===== config.mk =====
export PLATFORM = sky130hd
export DESIGN_NAME = binary_to_decimal_ascii
export DESIGN_NICKNAME = d
export VERILOG_FILES = /design/src/hdl/bda_pkg.sv /design/src/hdl/bda_ctrl.sv /design/src/hdl/bda_dp.sv /design/src/hdl/binary_to_decimal_ascii.sv
export SDC_FILE = /design/constraint.sdc
export NUM_CORES = 1
export LEC_CHECK = 0
export BUFFER_PORTS_ARGS = -buffer_cell sky130_fd_sc_hd__buf_4
export CORE_MARGIN = 2
export CORE_UTILIZATION = 30
export DETAILED_ROUTE_END_ITERATION = 12
export PLACE_DENSITY_LB_ADDON = 0.15
export SYNTH_ARGS = -nofsm -noshare
export SYNTH_HDL_FRONTEND = slang
export SYNTH_HIERARCHICAL = 1
export SYNTH_SLANG_ARGS = --single-unit

===== constraint.sdc =====
create_clock -name clk -period 4.9 [get_ports clk]
set_clock_uncertainty 0.1 [all_clocks]
set_input_delay 0.245 -clock clk [delete_from_list [all_inputs] [get_ports clk]]
set_output_delay 0.245 -clock clk [all_outputs]
set_load 0.005 [all_outputs]

===== src/hdl/bda_pkg.sv =====
package bda_pkg;

  // Width of the binary number; the value port carries at most 16 bits
  localparam int VALUE_BITS = 16;
  localparam int IN_BITS    = 16;
  localparam int EFF_BITS   = (VALUE_BITS < IN_BITS) ? VALUE_BITS : IN_BITS;

  // floor(n * log10(2)) + 1 decimal digits cover any n-bit value
  localparam int DIGITS     = (EFF_BITS * 30103) / 100000 + 1;
  localparam int BCD_BITS   = DIGITS * 4;
  localparam int STEP_W     = (EFF_BITS > 1) ? $clog2(EFF_BITS) : 1;
  localparam int LEFT_W     = $clog2(DIGITS + 1);
  localparam int CHAR_BITS  = 6;

  localparam logic [CHAR_BITS-1:0] ASCII_ZERO = CHAR_BITS'(8'h30);

  typedef struct packed {
    logic load;   // take a new word, clear the digits
    logic conv;   // one shift-and-add-3 step
    logic shift;  // drop the top digit
    logic emit;   // present the top digit, then drop it
  } bda_cmd_t;

  typedef struct packed {
    logic conv_done;  // current step is the last conversion step
    logic top_zero;   // top digit is zero
    logic one_left;   // only one digit remains
  } bda_sts_t;

endpackage


===== src/hdl/bda_ctrl.sv =====
module bda_ctrl (
  input  logic              clk,
  input  logic              rst_n,
  input  logic              start,
  output logic              busy,
  output logic              out_valid,
  input  bda_pkg::bda_sts_t sts,
  output bda_pkg::bda_cmd_t cmd
);
  import bda_pkg::*;

  typedef enum logic [1:0] {IDLE, CONV, SKIP, EMIT} state_t;

  state_t state_r, state_nxt;
  logic   out_valid_r, out_valid_nxt;

  always_comb begin
    state_nxt     = state_r;
    cmd           = '0;
    out_valid_nxt = 1'b0;
    unique case (state_r)
      IDLE: begin
        if (start) begin
          cmd.load  = 1'b1;
          state_nxt = CONV;
        end
      end
      CONV: begin
        cmd.conv = 1'b1;
        if (sts.conv_done) state_nxt = SKIP;
      end
      SKIP: begin
        // drop leading zeros, but always keep the last digit
        if (sts.top_zero && !sts.one_left) begin
          cmd.shift = 1'b1;
        end else begin
          cmd.emit      = 1'b1;
          out_valid_nxt = 1'b1;
          state_nxt     = sts.one_left ? IDLE : EMIT;
        end
      end
      EMIT: begin
        cmd.emit      = 1'b1;
        out_valid_nxt = 1'b1;
        if (sts.one_left) state_nxt = IDLE;
      end
      default: state_nxt = IDLE;
    endcase
  end

  always_ff @(posedge clk) begin
    if (!rst_n) begin
      state_r     <= IDLE;
      out_valid_r <= 1'b0;
    end else begin
      state_r     <= state_nxt;
      out_valid_r <= out_valid_nxt;
    end
  end

  assign busy      = (state_r != IDLE);
  assign out_valid = out_valid_r;

  a_strobe_from_output: assert property (@(posedge clk) disable iff (!rst_n)
    out_valid_r |-> ($past(state_r) == SKIP || $past(state_r) == EMIT))
    else $error("strobe without an output state");

  a_start_enters_conv: assert property (@(posedge clk) disable iff (!rst_n)
    (start && !busy) |=> (state_r == CONV))
    else $error("accepted word did not start conversion");

  a_conv_holds: assert property (@(posedge clk) disable iff (!rst_n)
    (state_r == CONV && !sts.conv_done) |=> (state_r == CONV))
    else $error("conversion left early");

endmodule


===== src/hdl/bda_dp.sv =====
module bda_dp (
  input  logic                             clk,
  input  logic                             rst_n,
  input  logic [bda_pkg::IN_BITS-1:0]      in_value,
  input  bda_pkg::bda_cmd_t                cmd,
  output bda_pkg::bda_sts_t                sts,
  output logic [bda_pkg::CHAR_BITS-1:0]    out_digit_char,
  output logic                             out_last_digit
);
  import bda_pkg::*;

  logic [EFF_BITS-1:0]  bin_r;
  logic [BCD_BITS-1:0]  bcd_r;
  logic [BCD_BITS-1:0]  bcd_adj;
  logic [STEP_W-1:0]    step_r;
  logic [LEFT_W-1:0]    left_r;
  logic [CHAR_BITS-1:0] char_r;
  logic                 last_r;
  logic [3:0]           top_nib;

  // add 3 to every digit of 5 or more before the shift
  always_comb begin
    for (int i = 0; i < DIGITS; i++) begin
      bcd_adj[i*4 +: 4] = (bcd_r[i*4 +: 4] >= 4'd5) ? bcd_r[i*4 +: 4] + 4'd3
                                                    : bcd_r[i*4 +: 4];
    end
  end

  assign top_nib = bcd_r[BCD_BITS-1 -: 4];

  always_ff @(posedge clk) begin
    if (cmd.load) begin
      bin_r  <= in_value[EFF_BITS-1:0];
      bcd_r  <= '0;
      step_r <= '0;
      left_r <= LEFT_W'(DIGITS);
    end else if (cmd.conv) begin
      {bcd_r, bin_r} <= {bcd_adj[BCD_BITS-2:0], bin_r, 1'b0};
      step_r         <= step_r + 1'b1;
    end else if (cmd.shift || cmd.emit) begin
      bcd_r  <= {bcd_r[BCD_BITS-5:0], 4'd0};
      left_r <= left_r - 1'b1;
    end
    if (cmd.emit) begin
      char_r <= ASCII_ZERO + {{(CHAR_BITS-4){1'b0}}, top_nib};
      last_r <= sts.one_left;
    end
  end

  assign sts.conv_done  = (step_r == STEP_W'(EFF_BITS - 1));
  assign sts.top_zero   = (top_nib == 4'd0);
  assign sts.one_left   = (left_r == LEFT_W'(1));
  assign out_digit_char = char_r;
  assign out_last_digit = last_r;

  a_digit_decimal: assert property (@(posedge clk) disable iff (!rst_n)
    cmd.emit |-> (top_nib <= 4'd9))
    else $error("emitted digit is not decimal");

  a_load_clears: assert property (@(posedge clk) disable iff (!rst_n)
    cmd.load |=> (bcd_r == '0 && step_r == '0))
    else $error("load did not clear the digits");

  a_char_range: assert property (@(posedge clk) disable iff (!rst_n)
    cmd.emit |=> (char_r >= CHAR_BITS'(48) && char_r <= CHAR_BITS'(57)))
    else $error("character out of the digit range");

endmodule


===== src/hdl/binary_to_decimal_ascii.sv =====
// channel  ports                                 handshake
// input    in_value                              taken when start && !busy
// result   out_digit_char, out_last_digit        one cycle, marked by out_valid
//
// A word is loaded and then takes 16 shift-and-add-3 steps (one per value
// bit, set by the conversion loop in bda_dp); the five digit positions are
// then visited in turn, each either dropped as a leading zero or sent.
// busy falls in the cycle the last digit is shown, so the next start may
// overlap that strobe. Reset (rst_n, synchronous) returns the controller to
// idle and drops the strobe. The receiver cannot stall: each digit is shown
// for exactly one cycle.
module binary_to_decimal_ascii (
  input  logic                          clk,
  input  logic                          rst_n,
  input  logic                          start,
  output logic                          busy,
  input  logic [bda_pkg::IN_BITS-1:0]   in_value,
  output logic                          out_valid,
  output logic [bda_pkg::CHAR_BITS-1:0] out_digit_char,
  output logic                          out_last_digit
);
  import bda_pkg::*;

  bda_cmd_t cmd;
  bda_sts_t sts;

  bda_ctrl u_ctrl (
    .clk       (clk),
    .rst_n     (rst_n),
    .start     (start),
    .busy      (busy),
    .out_valid (out_valid),
    .sts       (sts),
    .cmd       (cmd)
  );

  bda_dp u_dp (
    .clk            (clk),
    .rst_n          (rst_n),
    .in_value       (in_value),
    .cmd            (cmd),
    .sts            (sts),
    .out_digit_char (out_digit_char),
    .out_last_digit (out_last_digit)
  );

endmodule


======== Word-level counts from Yosys, hierarchy flattened ========
Index checks and enable logic that the tools add are counted.
word-level totals
  register bits ........................... 53
  input bits .............................. 19
  output and inout bits ................... 9
  logic and storage cells ................. 63
cells by class
  add/subtract/negate cells ............... 8
  order comparisons ....................... 5
  equal/unequal tests ..................... 9
  muxes and demuxes ....................... 22
  bitwise logic cells ..................... 1
  reduce and logical (&&, ||, !) cells .... 10
operator list
  kind                   number
  $mux W20               2
  $mux W16               2
  $ge A4 B3 Y1 const B   5
  $add A4 B2 Y4 const B  4
  $mux W4                4
  $mux W2                5
  $pmux W2 S4            1
  $add A5 B5 Y6 const A  1
  $mux W1                6
  $ne A2 B2 Y1 const B   3
  $reduce_bool A2 Y1     3
  $add A4 B1 Y4 const B  1
  $eq A2 B2 Y1 const B   2
  $eq A4 B4 Y1 const B   1
  $logic_not A4 Y1       1
  $reduce_and A4 Y1      1
  $add A3 B2 Y3 const B  1
  $eq A3 B1 Y1 const B   1
  $mux W3                1
  $sub A3 B1 Y3 const B  1
  $eq A2 B1 Y1 const B   1
  $logic_not A2 Y1       1
  $ne A2 B1 Y1 const B   1
  $pmux W1 S2            1
  5 further kinds        5

======== Depth between registers and ports, before layout ========
  depth in word-level cells ............... 8
  depth in mapped cells ................... 12
  mapped depth without buffers ............ 10

======== Hierarchy ========
The synthesis kept the hierarchy.
by module, submodules not included
  module    times used  cells each  area each (um2)  seq. area each (um2)
  bda_dp    1           234         2536.2           1171.1
  bda_ctrl  1           20          163.9            60.1

======== Worst setup path after synthesis ========
No wires, ideal clock.
  path kind ............................... reg-to-reg
  start point ............................. reg u_dp.bcd_r[16]
  end point ............................... reg u_dp.bcd_r[9]
  arrival ................................. 2046 ps
  required time ........................... 4709 ps
  path slack .............................. 2663 ps
  stages on the path, launching flop included .. 12
  buffers on the path ..................... 2
  path through ............................ dfxtp_1 inv_1 ha_1 nor3b_1 nand2_1 and2_2 buf_4 nor2_4 buf_12 mux2i_1 o22ai_1 a311oi_1
RTL lines
  what                    RTL line      source
  start, declared         bda_dp.sv:13  logic [BCD_BITS-1:0] bcd_r;
  start signal, assigned  bda_dp.sv:38  {bcd_r, bin_r} <= {bcd_adj[BCD_BITS-2:0], bin_r, 1'b0};
  start signal, assigned  bda_dp.sv:41  bcd_r <= {bcd_r[BCD_BITS-5:0], 4'd0};

==> results.py <==
metrics = {
    "worst_setup_path": {
        "r2r_cells": 9,
        "crit_type": "register to register",
        "crit_chain": "inv_1 > ha_1 > nor3b_1 > nand2_1 > and2_2 > nor2_4 > mux2_2 > nor2_1 > a311oi_1",
        "worstPathArrival_ns": 2.79,
        "cpPeakStageDelay_ns": 0.61,
        "cp.required_ns": 4.96,
        "cp_max_fo": 24,
        "crit_path_top_delay_cell": "nor2_4",
        "setup.worst_path.start_class": "register",
        "setup.worst_path.end_class": "register",
    },
    "status": {
        "status": "finished, final reports clean",
    },
    "logic_synthesis": {
        "yosysSeqAreaShare": 0.456,
        "synth_edf_count": 21,
        "syn_avg_cell_area_um2": 10.6,
        "synth.most_common_cell": "dfxtp_1",
        "ys_ff_latch": 51,
        "synthTopCellsByCount": "dfxtp_1, edfxtp_1, nor2_1",
        "netlist-cell-type-count": 43,
        "synth_area_leaders": "edfxtp_1, dfxtp_1, mux2_2",
        "synth_cells": 254,
        "synth_compound_area_frac": 0.120,
        "synth-xor-area-share": 0.0130,
        "synth_top_area_cell": "edfxtp_1",
        "yosys_warnings": 6,
        "synth_top_area_share": 0.234,
        "synth_adder_area_share": 0.0602,
        "yosys_most_used_dff": "dfxtp_1",
        "synthMuxAreaShare": 0.123,
        "netlist_area_um2": 2700,
        "synth_top_family_by_area": "simple AND/OR/NAND/NOR gates",
        "synthArstFlopShare": 0,
        "synth_simple_gate_area_frac": 0.166,
    },
    "floorplan": {
        "dieArea_um2": 9780,
        "die_h_um": 98.9,
        "dieWidth_um": 98.9,
        "core_um2": 8720,
        "ioPinCount": 28,
        "row_count": 34,
        "floorplan.initialDensity": 0.310,
    },
    "sta": {
        "grt_setup_unrepaired": "false",
        "max_freq_ghz": 0.366,
        "setup_ws_ns": 2.17,
        "fin_crit_sh": 0.557,
        "setup_viol_count_final": 0,
        "fin_setup_tns_ns": 0,
        "finalHoldViolCount": 0,
        "slew_viol_final": 0,
        "relSlewSlack": 0.471,
        "max_slew.worst_pin.slew_ns": 0.792,
        "hold_slack_ns": 0.0997,
        "finalCriticalPeriod_ns": 2.73,
    },
    "place": {
        "dpl.hpwl_um": 3240,
        "dp_cells": 375,
        "pre_cts_ws_ns": 2.15,
        "gp_congestion": 0.831,
        "numPortBuffers": 25,
    },
    "min_path": {
        "hold_class": "input port to register",
        "hold_path_depth": 2,
    },
    "grt": {
        "grt_pass1_wl_um": 8630,
        "grt_pass1_vias": 1824,
        "grtUsageTotal": 0.106,
        "gr-total-overflow": 0,
        "antenna_found_initial": 0,
        "grt_max_degree": 47,
    },
    "clock_network": {
        "clk-insertion-delay-late_ns": 0.30,
        "numCtsBuffers": 5,
        "htree_levels": 2,
        "post_cts_resized": 0,
        "clockBufferDepth": 2,
        "cts.sinks": 51,
        "path_clk_slew_ns": 0.10,
        "cts_tree": "yes",
        "postCtsSetupRepairBufs": 0,
        "postCtsHoldBufs": 0,
        "cts-root-buf": "clkbuf_8",
    },
    "power_and_ir_drop": {
        "power_density_nw_per_um2": 338,
        "intPower_uw": 744,
        "peakVddDrop_v": 0.000158,
        "p_switching_uw": 288,
        "swShare": 0.279,
        "power_frac_clock": 0.287,
        "total_power_uw": 1030,
        "p_leak_uw": 0.00123,
        "comb_power_share": 0.190,
        "seq_power_share": 0.524,
    },
    "cells_and_area": {
        "area_growth_pct": 13.0,
        "num_antenna_cells": 0,
        "drive_above_1_share": 0.236,
        "finalNonFillerCells": 383,
        "fillerInstances": 876,
        "final_nets": 306,
    },
    "detailed_routing": {
        "drtAntennaViolNets": 0,
        "vias": 1807,
        "wl_per_cell_um": 13.0,
        "via_per_inst": 4.72,
        "drtIter0Drc": 88,
        "drtPass1Iterations": 4,
        "drc": 0,
        "routed_wirelength_um": 4980,
    },
    "run": {
        "drv_cap": 0,
    },
}
==> final timing paths <==
| check | start | end | slack [ns] |
|---|---|---|---|
| worst min-delay path | rst_n | u_ctrl/state_r[1] | 0.1 |
| worst min register to register | u_dp/bcd_r[17] | u_dp/out_digit_char[1] | 0.39 |
| worst max register to register | u_dp/bcd_r[16] | u_dp/bcd_r[7] | 2.17 |
| worst max-delay path | u_dp/bcd_r[16] | u_dp/bcd_r[7] | 2.17 |
==> placed cells by master, fill, tap and decap left out, types with 13 or more instances in the layout <==
cell type	count
buf_4	27
dfxtp_1	30
mux2_2	18
edfxtp_1	21
nor2_1	19
nand2_1	17
a21oi_1	13
mux2i_1	13
ha_1	13
inv_1	14
==> layer usage <==
metal,vias to the layer above,track usage,share of wire
met5,-,0,0
met4,0,0.0348,0.014
met3,7,0.0227,0.029
met2,27,0.171,0.46
met1,826,0.142,0.50
li1,947,-,-
==> stage by stage <==
stage,utilization,cell area [um^2]
2_1_floorplan,-,2700
3_3_place_gp,0.337,2940
3_5_place_dp,0.337,2940
4_1_cts,0.350,3050
5_1_grt,0.350,3050
6_report,0.350,3050
==> cell type report <==
type                    instances  area [um^2]  share of cell area
multi-input cells             175         1320               0.432
flip-flops and latches         51         1230               0.404
repair buffers                 27          203              0.0664
well taps                     108          135              0.0443
clock buffers                   5         68.8              0.0226
inverters                      14         52.6              0.0172
clock inverters                 3         42.5              0.0139
==> cell families (layout without fill, tap and decap cells) <==
kind of cell	Yosys count	count (layout)
AND/OR/NAND/NOR	79	79
flip-flops	51	51
AO/OA/AOI/OAI	46	46
multiplexers	31	31
buffers and inverters	29	49
adder cells (fa/ha/maj)	13	13
XOR/XNOR	4	4
other	1	2
==> flip-flops by register name (all words and copies together), names as in the netlist <==
signal and count:
u_dp/left_r 3, u_ctrl/out_valid 1, u_ctrl/state_r 2, u_dp/out_digit_char 4, u_dp/bcd_r 20, u_dp/step_r 4
u_dp/bin_r 16, u_dp/out_last_digit 1
==> critical path: cells and delay by family (launching register included) <==
| kind | cells | cell delay, ns |
|---|---|---|
| and+or+nand+nor | 5 | 1.37 |
| muxes | 1 | 0.41 |
| DFF | 1 | 0.35 |
| adders and majority gates | 1 | 0.21 |
| buffers and inverters | 1 | 0.10 |
| AOI/OAI and AO/OA | 1 | 0.06 |
==> power by group through the flow <==
stage | clock (uW) | sequential, uW | combinational (uW)
4_1_cts | 311 | 541 | 198
3_3_place_gp | 0 | 551 | 196
6_report | 296 | 541 | 196
5_1_grt | 323 | 550 | 226
2_1_floorplan | 0 | 536 | 155
3_5_place_dp | 0 | 551 | 198
Note: power is estimated with default switching activity, not from simulation.
